===== src/rtl/spq_pkg.sv =====
package spq_pkg;

	localparam int unsigned PRIO_W = 8;
	localparam int unsigned TAG_W  = 32;
	localparam int unsigned OCC_W  = 5;
	localparam int unsigned STAT_W = 2;

	// Stream payload widths, padded to whole bytes.
	localparam int unsigned IN_DATA_W  = 40;
	localparam int unsigned OUT_DATA_W = 48;

	localparam logic CMD_INSERT = 1'b0;
	localparam logic CMD_POP    = 1'b1;

	localparam logic [STAT_W-1:0] ST_OK    = 2'd0;
	localparam logic [STAT_W-1:0] ST_FULL  = 2'd1;
	localparam logic [STAT_W-1:0] ST_EMPTY = 2'd2;

	// One stored entry; the priority sits in the low bits.
	typedef struct packed {
		logic [TAG_W-1:0]  tag;
		logic [PRIO_W-1:0] prio;
	} entry_t;

	localparam int unsigned ENTRY_W = $bits(entry_t);

endpackage


===== src/rtl/spq_ram.sv =====
module spq_ram #(
	parameter int unsigned WIDTH = 40,
	parameter int unsigned DEPTH = 16
) (
	input  logic                     clk,
	input  logic                     we,
	input  logic [$clog2(DEPTH)-1:0] waddr,
	input  logic [WIDTH-1:0]         wdata,
	input  logic                     re,
	input  logic [$clog2(DEPTH)-1:0] raddr,
	output logic [WIDTH-1:0]         rdata
);

	logic [WIDTH-1:0] mem_q [DEPTH];
	logic [WIDTH-1:0] rdata_q;

	always_ff @(posedge clk) begin
		if (we) begin
			mem_q[waddr] <= wdata;
		end
		if (re) begin
			rdata_q <= mem_q[raddr];
		end
	end

	assign rdata = rdata_q;

endmodule


===== src/rtl/stable_priority_queue.sv =====
// Bounded, stable priority queue. Entries are kept in ascending order of
// priority number (lower is more urgent) in one synchronous RAM that is used
// as a ring: a head pointer marks the front entry and a tail pointer the first
// free slot. A pop issues the read at the head in S_IDLE, then returns the
// entry and advances the head in S_POP. An insert walks backward from the
// tail, moving each held entry of strictly higher priority number one slot
// toward the tail, one entry per cycle through the single RAM write port, and
// then drops the new entry into the gap. Equal priorities therefore leave in
// arrival order. Into an empty queue the new entry is written straight to the
// tail. A refused transaction (insert when full, pop when empty) leaves the
// state alone. Every input transaction yields exactly one result transaction;
// the result sits in an output register, and if that register is still
// occupied when a result is ready the block parks the result in a second
// register and accepts no new transaction until the output register frees up.
// No clearing pass is needed after reset because only slots between head and
// tail are read.
module stable_priority_queue
	import spq_pkg::*;
#(
	parameter int unsigned CAPACITY = 16
) (
	input  logic                  clk,
	input  logic                  arst_n,
	// Input stream.
	input  logic                  s_tvalid,
	output logic                  s_tready,
	input  logic [IN_DATA_W-1:0]  s_tdata,   // priority_req[7:0], tag[39:8]
	input  logic                  s_tuser,   // command[0]
	// Result stream.
	output logic                  m_tvalid,
	input  logic                  m_tready,
	output logic [OUT_DATA_W-1:0] m_tdata,   // out_priority[7:0], out_tag[39:8],
	                                         // occupancy[44:40], zero[47:45]
	output logic [STAT_W-1:0]     m_tuser    // status[1:0]
);

	localparam int unsigned AW = $clog2(CAPACITY);
	localparam int unsigned CW = $clog2(CAPACITY + 1);

	localparam logic [AW-1:0] LAST_ADDR = AW'(CAPACITY - 1);
	localparam logic [CW-1:0] CAP_CNT   = CW'(CAPACITY);
	localparam logic [CW-1:0] ONE_CNT   = CW'(1);

	typedef enum logic [4:0] {
		S_IDLE  = 5'b00001,
		S_WALK  = 5'b00010,
		S_PLACE = 5'b00100,
		S_POP   = 5'b01000,
		S_RESP  = 5'b10000
	} state_t;

	function automatic logic [AW-1:0] ptr_inc(input logic [AW-1:0] p);
		return (p == LAST_ADDR) ? '0 : p + 1'b1;
	endfunction

	function automatic logic [AW-1:0] ptr_dec(input logic [AW-1:0] p);
		return (p == '0) ? LAST_ADDR : p - 1'b1;
	endfunction

	state_t state_q, state_d;
	logic [CW-1:0] count_q, count_d;
	logic [AW-1:0] head_q, head_d;
	logic [AW-1:0] tail_q, tail_d;

	// Walk pointers: rd_q is the slot whose data arrives this cycle, wr_q the
	// slot just behind it, rem_q the number of held entries not yet compared.
	logic [AW-1:0] rd_q, rd_d;
	logic [AW-1:0] wr_q, wr_d;
	logic [CW-1:0] rem_q, rem_d;
	entry_t        ins_q, ins_d;

	// RAM port.
	logic          ram_we;
	logic [AW-1:0] ram_waddr;
	entry_t        ram_wdata;
	logic          ram_re;
	logic [AW-1:0] ram_raddr;
	entry_t        ram_rdata;

	// Result of the transaction that finishes this cycle.
	logic              fin;
	logic [STAT_W-1:0] fin_status;
	entry_t            fin_entry;
	logic [OCC_W-1:0]  fin_occ;
	logic [CW+OCC_W-1:0] occ_ext;

	logic                  out_valid_q;
	logic [OUT_DATA_W-1:0] out_data_q;
	logic [STAT_W-1:0]     out_user_q;
	logic [OUT_DATA_W-1:0] pend_data_q;
	logic [STAT_W-1:0]     pend_user_q;
	logic [OUT_DATA_W-1:0] fin_data;
	logic                  out_free;
	logic                  load_out;
	logic                  load_pend;

	entry_t in_entry;

	assign in_entry.prio = s_tdata[PRIO_W-1:0];
	assign in_entry.tag  = s_tdata[PRIO_W+TAG_W-1:PRIO_W];

	assign s_tready = (state_q == S_IDLE);
	assign out_free = !out_valid_q || m_tready;

	spq_ram #(
		.WIDTH(ENTRY_W),
		.DEPTH(CAPACITY)
	) u_ram (
		.clk  (clk),
		.we   (ram_we),
		.waddr(ram_waddr),
		.wdata(ram_wdata),
		.re   (ram_re),
		.raddr(ram_raddr),
		.rdata(ram_rdata)
	);

	always_comb begin
		state_d    = state_q;
		count_d    = count_q;
		head_d     = head_q;
		tail_d     = tail_q;
		rd_d       = rd_q;
		wr_d       = wr_q;
		rem_d      = rem_q;
		ins_d      = ins_q;
		ram_we     = 1'b0;
		ram_waddr  = wr_q;
		ram_wdata  = ins_q;
		ram_re     = 1'b0;
		ram_raddr  = head_q;
		fin        = 1'b0;
		fin_status = ST_OK;
		fin_entry  = '0;

		unique case (state_q)
			S_IDLE: begin
				if (s_tvalid) begin
					if (s_tuser == CMD_INSERT) begin
						ins_d = in_entry;
						if (count_q == CAP_CNT) begin
							fin        = 1'b1;
							fin_status = ST_FULL;
						end else if (count_q == '0) begin
							// Empty queue: the entry goes straight to the tail.
							ram_we    = 1'b1;
							ram_waddr = tail_q;
							ram_wdata = in_entry;
							tail_d    = ptr_inc(tail_q);
							count_d   = count_q + 1'b1;
							fin       = 1'b1;
						end else begin
							ram_re    = 1'b1;
							ram_raddr = ptr_dec(tail_q);
							rd_d      = ptr_dec(tail_q);
							wr_d      = tail_q;
							rem_d     = count_q;
							state_d   = S_WALK;
						end
					end else begin
						if (count_q == '0) begin
							fin        = 1'b1;
							fin_status = ST_EMPTY;
						end else begin
							ram_re    = 1'b1;
							ram_raddr = head_q;
							state_d   = S_POP;
						end
					end
				end
			end
			S_WALK: begin
				if (ram_rdata.prio > ins_q.prio) begin
					// Move the held entry one slot toward the tail.
					ram_we    = 1'b1;
					ram_waddr = wr_q;
					ram_wdata = ram_rdata;
					wr_d      = rd_q;
					if (rem_q == ONE_CNT) begin
						state_d = S_PLACE;
					end else begin
						ram_re    = 1'b1;
						ram_raddr = ptr_dec(rd_q);
						rd_d      = ptr_dec(rd_q);
						rem_d     = rem_q - 1'b1;
					end
				end else begin
					// Held entry is no larger: the new one belongs right behind it.
					ram_we    = 1'b1;
					ram_waddr = wr_q;
					ram_wdata = ins_q;
					tail_d    = ptr_inc(tail_q);
					count_d   = count_q + 1'b1;
					fin       = 1'b1;
				end
			end
			S_PLACE: begin
				// Every held entry moved; the new entry becomes the front.
				ram_we    = 1'b1;
				ram_waddr = wr_q;
				ram_wdata = ins_q;
				tail_d    = ptr_inc(tail_q);
				count_d   = count_q + 1'b1;
				fin       = 1'b1;
			end
			S_POP: begin
				fin       = 1'b1;
				fin_entry = ram_rdata;
				head_d    = ptr_inc(head_q);
				count_d   = count_q - 1'b1;
			end
			S_RESP: begin
				if (out_free) begin
					state_d = S_IDLE;
				end
			end
			default: begin
				state_d = S_IDLE;
			end
		endcase

		load_out  = 1'b0;
		load_pend = 1'b0;
		if (fin) begin
			if (out_free) begin
				load_out = 1'b1;
				state_d  = S_IDLE;
			end else begin
				load_pend = 1'b1;
				state_d   = S_RESP;
			end
		end
	end

	// Occupancy is reported modulo 32.
	assign occ_ext  = (CW + OCC_W)'(count_d);
	assign fin_occ  = occ_ext[OCC_W-1:0];
	assign fin_data = {3'b000, fin_occ, fin_entry.tag, fin_entry.prio};

	always_ff @(posedge clk or negedge arst_n) begin
		if (!arst_n) begin
			state_q     <= S_IDLE;
			count_q     <= '0;
			head_q      <= '0;
			tail_q      <= '0;
			out_valid_q <= 1'b0;
		end else begin
			state_q <= state_d;
			count_q <= count_d;
			head_q  <= head_d;
			tail_q  <= tail_d;
			if (load_out || (state_q == S_RESP && out_free)) begin
				out_valid_q <= 1'b1;
			end else if (m_tready) begin
				out_valid_q <= 1'b0;
			end
		end
	end

	always_ff @(posedge clk) begin
		rd_q  <= rd_d;
		wr_q  <= wr_d;
		rem_q <= rem_d;
		ins_q <= ins_d;
		if (load_out) begin
			out_data_q <= fin_data;
			out_user_q <= fin_status;
		end else if (state_q == S_RESP && out_free) begin
			out_data_q <= pend_data_q;
			out_user_q <= pend_user_q;
		end
		if (load_pend) begin
			pend_data_q <= fin_data;
			pend_user_q <= fin_status;
		end
	end

	assign m_tvalid = out_valid_q;
	assign m_tdata  = out_data_q;
	assign m_tuser  = out_user_q;

endmodule


===== config.mk =====
export PLATFORM = sky130hd
export DESIGN_NAME = stable_priority_queue
export DESIGN_NICKNAME = d
export VERILOG_FILES = /design/src/rtl/spq_pkg.sv /design/src/rtl/spq_ram.sv /design/src/rtl/stable_priority_queue.sv
export SDC_FILE = /design/constraint.sdc
export NUM_CORES = 1
export LEC_CHECK = 0
export BUFFER_PORTS_ARGS = -buffer_cell sky130_fd_sc_hd__buf_2
export CAP_MARGIN = 20
export CORE_ASPECT_RATIO = 0.75
export CORE_MARGIN = 5
export CORE_UTILIZATION = 50
export CTS_CLUSTER_DIAMETER = 120
export DETAILED_ROUTE_END_ITERATION = 12
export PLACE_DENSITY = 0.66
export RECOVER_POWER = 25
export SKIP_CTS_REPAIR_TIMING = 1
export SYNTH_ARGS = -nofsm -noshare
export SYNTH_HDL_FRONTEND = slang
export SYNTH_SLANG_ARGS = --single-unit

===== constraint.sdc =====
create_clock -name clk -period 6.9 [get_ports clk]
set_clock_uncertainty 0.2 [all_clocks]
set_input_delay 0 -clock clk [delete_from_list [all_inputs] [get_ports clk]]
set_output_delay 0 -clock clk [all_outputs]
set_load 0.02 [all_outputs]

* Yosys cells after proc, flatten, opt, wreduce, memory -nomap -nowiden
Memory sizes are Yosys's and may differ from the RTL's. A register that Yosys moved wholly into a read port is not among the register bits.
Cells that the tools add are included.
** Operators by class
- Eq/ne operators :: 24
- Order comparisons :: 1
- Bitwise logic cells :: 1
- Multiplexer cells :: 100
- $add $sub $neg :: 7
- Reduce and logical (&&, ||, !) cells :: 18
** Operator list (number)
- $mux 40 :: 6
- $mux 4 :: 31
- $mux 5 :: 21
- $mux 45 :: 2
- $pmux 40 s2 :: 1
- $pmux 5 s4 :: 2
- $pmux 4 s2 :: 3
- $mux 1 :: 23
- $ne 2x2->1 const B :: 7
- $reduce_and 7->1 :: 2
- $mux 2 :: 6
- $ne 3x3->1 const B :: 4
- $pmux 4 s3 :: 1
- $reduce_and 6->1 :: 2
- $eq 5x1->1 const B :: 2
- $eq 5x5->1 const B :: 2
- $pmux 5 s2 :: 1
- $sub 5x1->5 const B :: 2
- $add 4x1->4 const B :: 2
- $eq 4x4->1 const B :: 2
- $gt 8x8->1 :: 1
- $logic_not 4->1 :: 2
- $sub 4x1->4 const B :: 2
- $reduce_bool 2->1 :: 3
- other kinds (17) :: 21
** Storage, ports and cells
- RAM bits :: 640
- Register bits :: 166
- Output and inout port bits :: 52
- Bits of input ports :: 45
- Memories kept :: 1
** Memories
- u_ram.mem_q :: depth 16, width 40, read ports 1, clocked after memory_dff 1, write ports 1, RTL line spq_ram.sv:14 : logic [WIDTH-1:0] mem_q [DEPTH];

* Logic depth before layout (Yosys ltp)
- Word-level depth :: 9
- Gate-level depth with buffers :: 14

* Cells and area by module
A second synthesis with hierarchy kept.
** Unflattened totals
- Cell total of the unflattened synthesis :: 1676
- Area total of the unflattened synthesis :: 33512.1 um^2
** Modules (own cells, without submodules)
- spq_ram :: area an instance 25532.0 um^2, instances 1, cells an instance 1040
- stable_priority_queue :: area an instance 7980.2 um^2, instances 1, cells an instance 636

* Worst setup path before layout
OpenSTA, ideal clock, no wires.
- Path kind :: register to register
- Start point :: reg state_q[4]
- End point :: mem u_ram.mem_q[2][0] (enable)
- Setup time :: 437 ps
- Path slack :: 1582 ps
- Data arrival time :: 4680 ps
- Period minus slack after synthesis :: 5318 ps
- Cell stages (with the launch flop) :: 11
- Path buffers :: 3
- Cell sequence :: dfrtp_1 -> clkbuf_1 -> nor2_1 -> nand3_1 -> inv_2 -> and2_1 -> and2_1 -> clkbuf_1 -> clkbuf_1 -> a32oi_1 -> nor2_1
** Between the ends
- Elaborated cells between the ends (all ways) :: 8
** RTL lines
- start, declared :: RTL line stable_priority_queue.sv:60 : state_t state_q, state_d;
- start signal, assigned :: RTL line stable_priority_queue.sv:248 : state_q <= state_d;
- $eq 5x1->1 *
- net s_tready :: RTL line stable_priority_queue.sv:26 : output logic s_tready,
- $pmux 1 s2 :: RTL line stable_priority_queue.sv:136 : unique case (state_q)
- $mux 1 :: RTL line spq_ram.sv:18 : if (we) begin
- $mux 1 (implied by the code) :: RTL line spq_ram.sv:19 : mem_q[waddr] <= wdata;
- end, declared :: RTL line spq_ram.sv:14
Mark *: on every way through the listed nets, which the timed path passes. The rest lies on a longest branch.

* Worst setup path in the final report
- Start point :: reg state_q[2]
- End point :: reg u_ram.rdata_q[10] (netlist: u_ram.rdata[10]), read port of u_ram.mem_q (enable)
** Between the ends
- Word-level cells in the longest chain between the ends :: 2
- Elaborated cells between the ends (all ways) :: 4
** RTL lines
- $eq 5x2->1 / $eq 5x1->1 (equally long branches) :: RTL line stable_priority_queue.sv:136
- $pmux 1 s2 * :: RTL line stable_priority_queue.sv:136
- net ram_re :: RTL line stable_priority_queue.sv:76 : logic ram_re;
- end, declared :: RTL line spq_ram.sv:15 : logic [WIDTH-1:0] rdata_q;
Marks and branches as above.
A chain may end at the register's enable or synchronous reset.

==> flow_metrics.tcl <==
set metrics [dict create \
    min_path_type "input port to flop" \
    num-nets-final 2195 \
    period_share_pct 84.3 \
    synth_seq_cells 846 \
    dp_slack_ns 1.81 \
    syn_inst 1940 \
    rr_worst_depth 6 \
    final_common_cell "edfxtp_1" \
    synth_seq_area_share_pct 75.7 \
    clockBufferDepth 3 \
    layout_setup_ws_ns 1.08 \
    final.min_clock_period_ns 5.82 \
    async_flop_share_pct 2.25 \
    routed.top_layer "met4" \
    grtUsageTotal_pct 22.4 \
    grt_pass1_wl_um 119000 \
    power_density_mw_per_mm2 426 \
    drc_errors 0 \
    fill_cells 5043 \
    maxSlewHeadroom_pct -153 \
    initial_core_util_pct 50.2 \
    routed-wl-met3_um 6790 \
    ios 97 \
    die-width_um 309 \
    violations "capacitance limit, slew limit" \
    grt_pass1_vias 17800 \
    wl_per_cell_um 27.0 \
    n_antenna_cell 0 \
    antenna_found_initial 0 \
    hold_viol 0 \
    synth-main-ff-cell "edfxtp_1" \
    status "complete, but fails checks" \
    core_area_mm2 0.0666 \
    vias_per_cell 6.00 \
    syn_avg_cell_area_um2 17.2 \
    multi_input_area_mm2 0.00759 \
    irDropWorstVdd_uv 531 \
    seq_area_mm2 0.0253 \
    syn_area_mm2 0.0335 \
    cpPeakStageDelay_ns 2.68 \
    first_pass_iters 6 \
    h-tree-depth 3 \
    path_cells "or3b_1, or3_1, a31oi_1, nand3_2, o21ai_4, clkbuf_1" \
    first_iter_violations 2317 \
    crit_family "buffers and inverters" \
    final_util_pct 57.5 \
    path_max_fanout 40 \
    rows 82 \
    cap_violations 7 \
    antenna_left 0 \
    p_leak_nw 13.5 \
    wl_um 83100 \
    dr_total_vias 18400 \
    dp_hpwl_um 43600 \
    drive_gt1_share_pct 9.81 \
    finalSetupViolCount 0 \
    synthToLayoutAreaGrowth_pct 14.4 \
    cts_root_buf "clkbuf_16" \
    arrival_ns 5.74 \
    die_y_um 234 \
    start_kind "flop" \
    synth_edf_count 827 \
    met1_length_um 38000 \
    dieArea_mm2 0.0722 \
    cts_tree "done" \
    synth_warnings 0 \
    totalNegativeSetupSlack_ns 0 \
    worst_setup_path_end_kind "flop" \
    hold-path-cell-count 3 \
    fmax_ghz 0.172 \
    critPathKind "flop to flop" \
    mostFrequentLayoutCells "827 x edfxtp_1, 321 x mux2i_1, 160 x o22ai_1, 106 x clkbuf_1, 90 x nand2_1" \
    cts_sinks 846 \
    routabilityCongestion 0.809 \
    cp.required_ns 6.83 \
    grt_max_degree 127 \
    path_clk_slew_ns 0.06 \
    rsz0062_at_grt "no" \
    io_buffers 93 \
    wl_met2_um 36900 \
    clkLatencyLatePin_ns 0.62 \
    grt-ovfl-total 0 \
    cts_buffers 79 \
    ys_types 63 \
    cp.depth 6 \
    tightest_slew_ns 3.80 \
    slowest_stage "clkbuf_1" \
    worst-path-buf-inv 1 \
    slew_viol_final 205 \
]
-- worst paths after layout --
| kind | from | endpoint | slack, ns |
|---|---|---|---|
| hold reg to reg | pend_data_q[42] | m_tdata[42] | 0.34 |
| setup / recovery | state_q[2] | u_ram.rdata[10] | 1.08 |
| max in group asynchronous | arst_n | state_q[3] | 4.84 |
| hold / removal | s_tvalid | state_q[0] | 0.05 |
| setup reg to reg | state_q[2] | u_ram.rdata[10] | 1.08 |
| min in group asynchronous | arst_n | state_q[0] | 0.34 |
-- state kept, by name, indices dropped and copies added (netlist names) --
signal and cells:
pend_user_q 2, count_q 5, m_tdata 45, rd_q 4, u_ram.rdata 40, wr_q 4
u_ram.mem_q 640, head_q 4, m_tvalid 1, rem_q 5, ins_q 40, state_q 5
m_tuser 2, tail_q 4, pend_data_q 45
-- worst reg2reg max path: cells and delay by family, from the launching register on --
family,cells,cell delay (ns)
compound gates,2,0.63
buf+inv,1,2.68
simple gates,3,1.35
flops,1,0.46
-- routing by layer --
metal	global-route usage [%]	vias up
li1	-	8082
met1	34.7	9399
met2	33.6	843
met3	4.22	106
met4	5.00	0
met5	0	-
-- layout make-up --
class / instances / area share (%)
timing repair buffer: 220 / 4.38
clock inverter: 44 / 1.02
sequential: 846 / 66.1
clock buffer: 96 / 5.50
inverter: 28 / 0.275
multi-input combinational: 957 / 19.8
tap: 882 / 2.88
-- report_power, final --
part	switching, mW	internal [mW]
Combinational	3.19	1.83
Clock	1.84	2.40
Sequential	0.313	6.72
Total	5.34	10.9
-- through the flow --
stage | hold WS (ns) | instances | cell area (um^2) | power (mW)
CTS | -0.863 | 2987 | 37600 | 16.3
floorplan | -0.496 | 1942 | 33500 | 10.6
finish | 0.0452 | 3073 | 38300 | 16.3
detailed placement | -0.229 | 2847 | 35100 | 12.1
global placement | -0.223 | 2846 | 35100 | 12.0
global route | 0.0261 | 3073 | 38300 | 17.0
-- kinds of logic after synthesis --
| kind of cell | count (synthesis) | synth area share, % |
|---|---|---|
| flip-flops | 846 | 75.7 |
| multiplexers | 372 | 11.3 |
| AND/OR/NAND/NOR | 282 | 4.40 |
| AO/OA/AOI/OAI | 271 | 5.37 |
| buffers and inverters | 139 | 2.28 |
| adder cells (fa/ha/maj) | 18 | 0.673 |
| XOR/XNOR | 11 | 0.288 |
| other | 1 | 0.0112 |
-- cells in the mapped netlist, drive strengths merged, types with 2 or more instances --
library cell	n	share of area, %
mux2i	321	9.6
nand3b	2	0.045
a311oi	2	0.12
buf	76	1.6
a22oi	33	0.74
a31oi	11	0.25
dfrtp	18	1.3
or3	6	0.11
nand3	8	0.13
a41oi	2	0.052
a221o	7	0.21
nor2b	4	0.075
clkbuf	35	0.39
ha	18	0.67
nor3	15	0.22
a21oi	19	0.30
nand2b	6	0.11
and4	2	0.052
a211o	2	0.052
and2	46	0.86
edfxtp	827	74
nor2	48	0.54
nand2	90	1.0
o21ai	23	0.34
or4	41	0.92
nand4	2	0.037
xnor2	10	0.26
and3	4	0.079
o22ai	160	3.0
inv	28	0.31
mux2	51	1.7
nor3b	2	0.045
a211oi	2	0.060
Note: power is estimated with default switching activity, not from simulation.
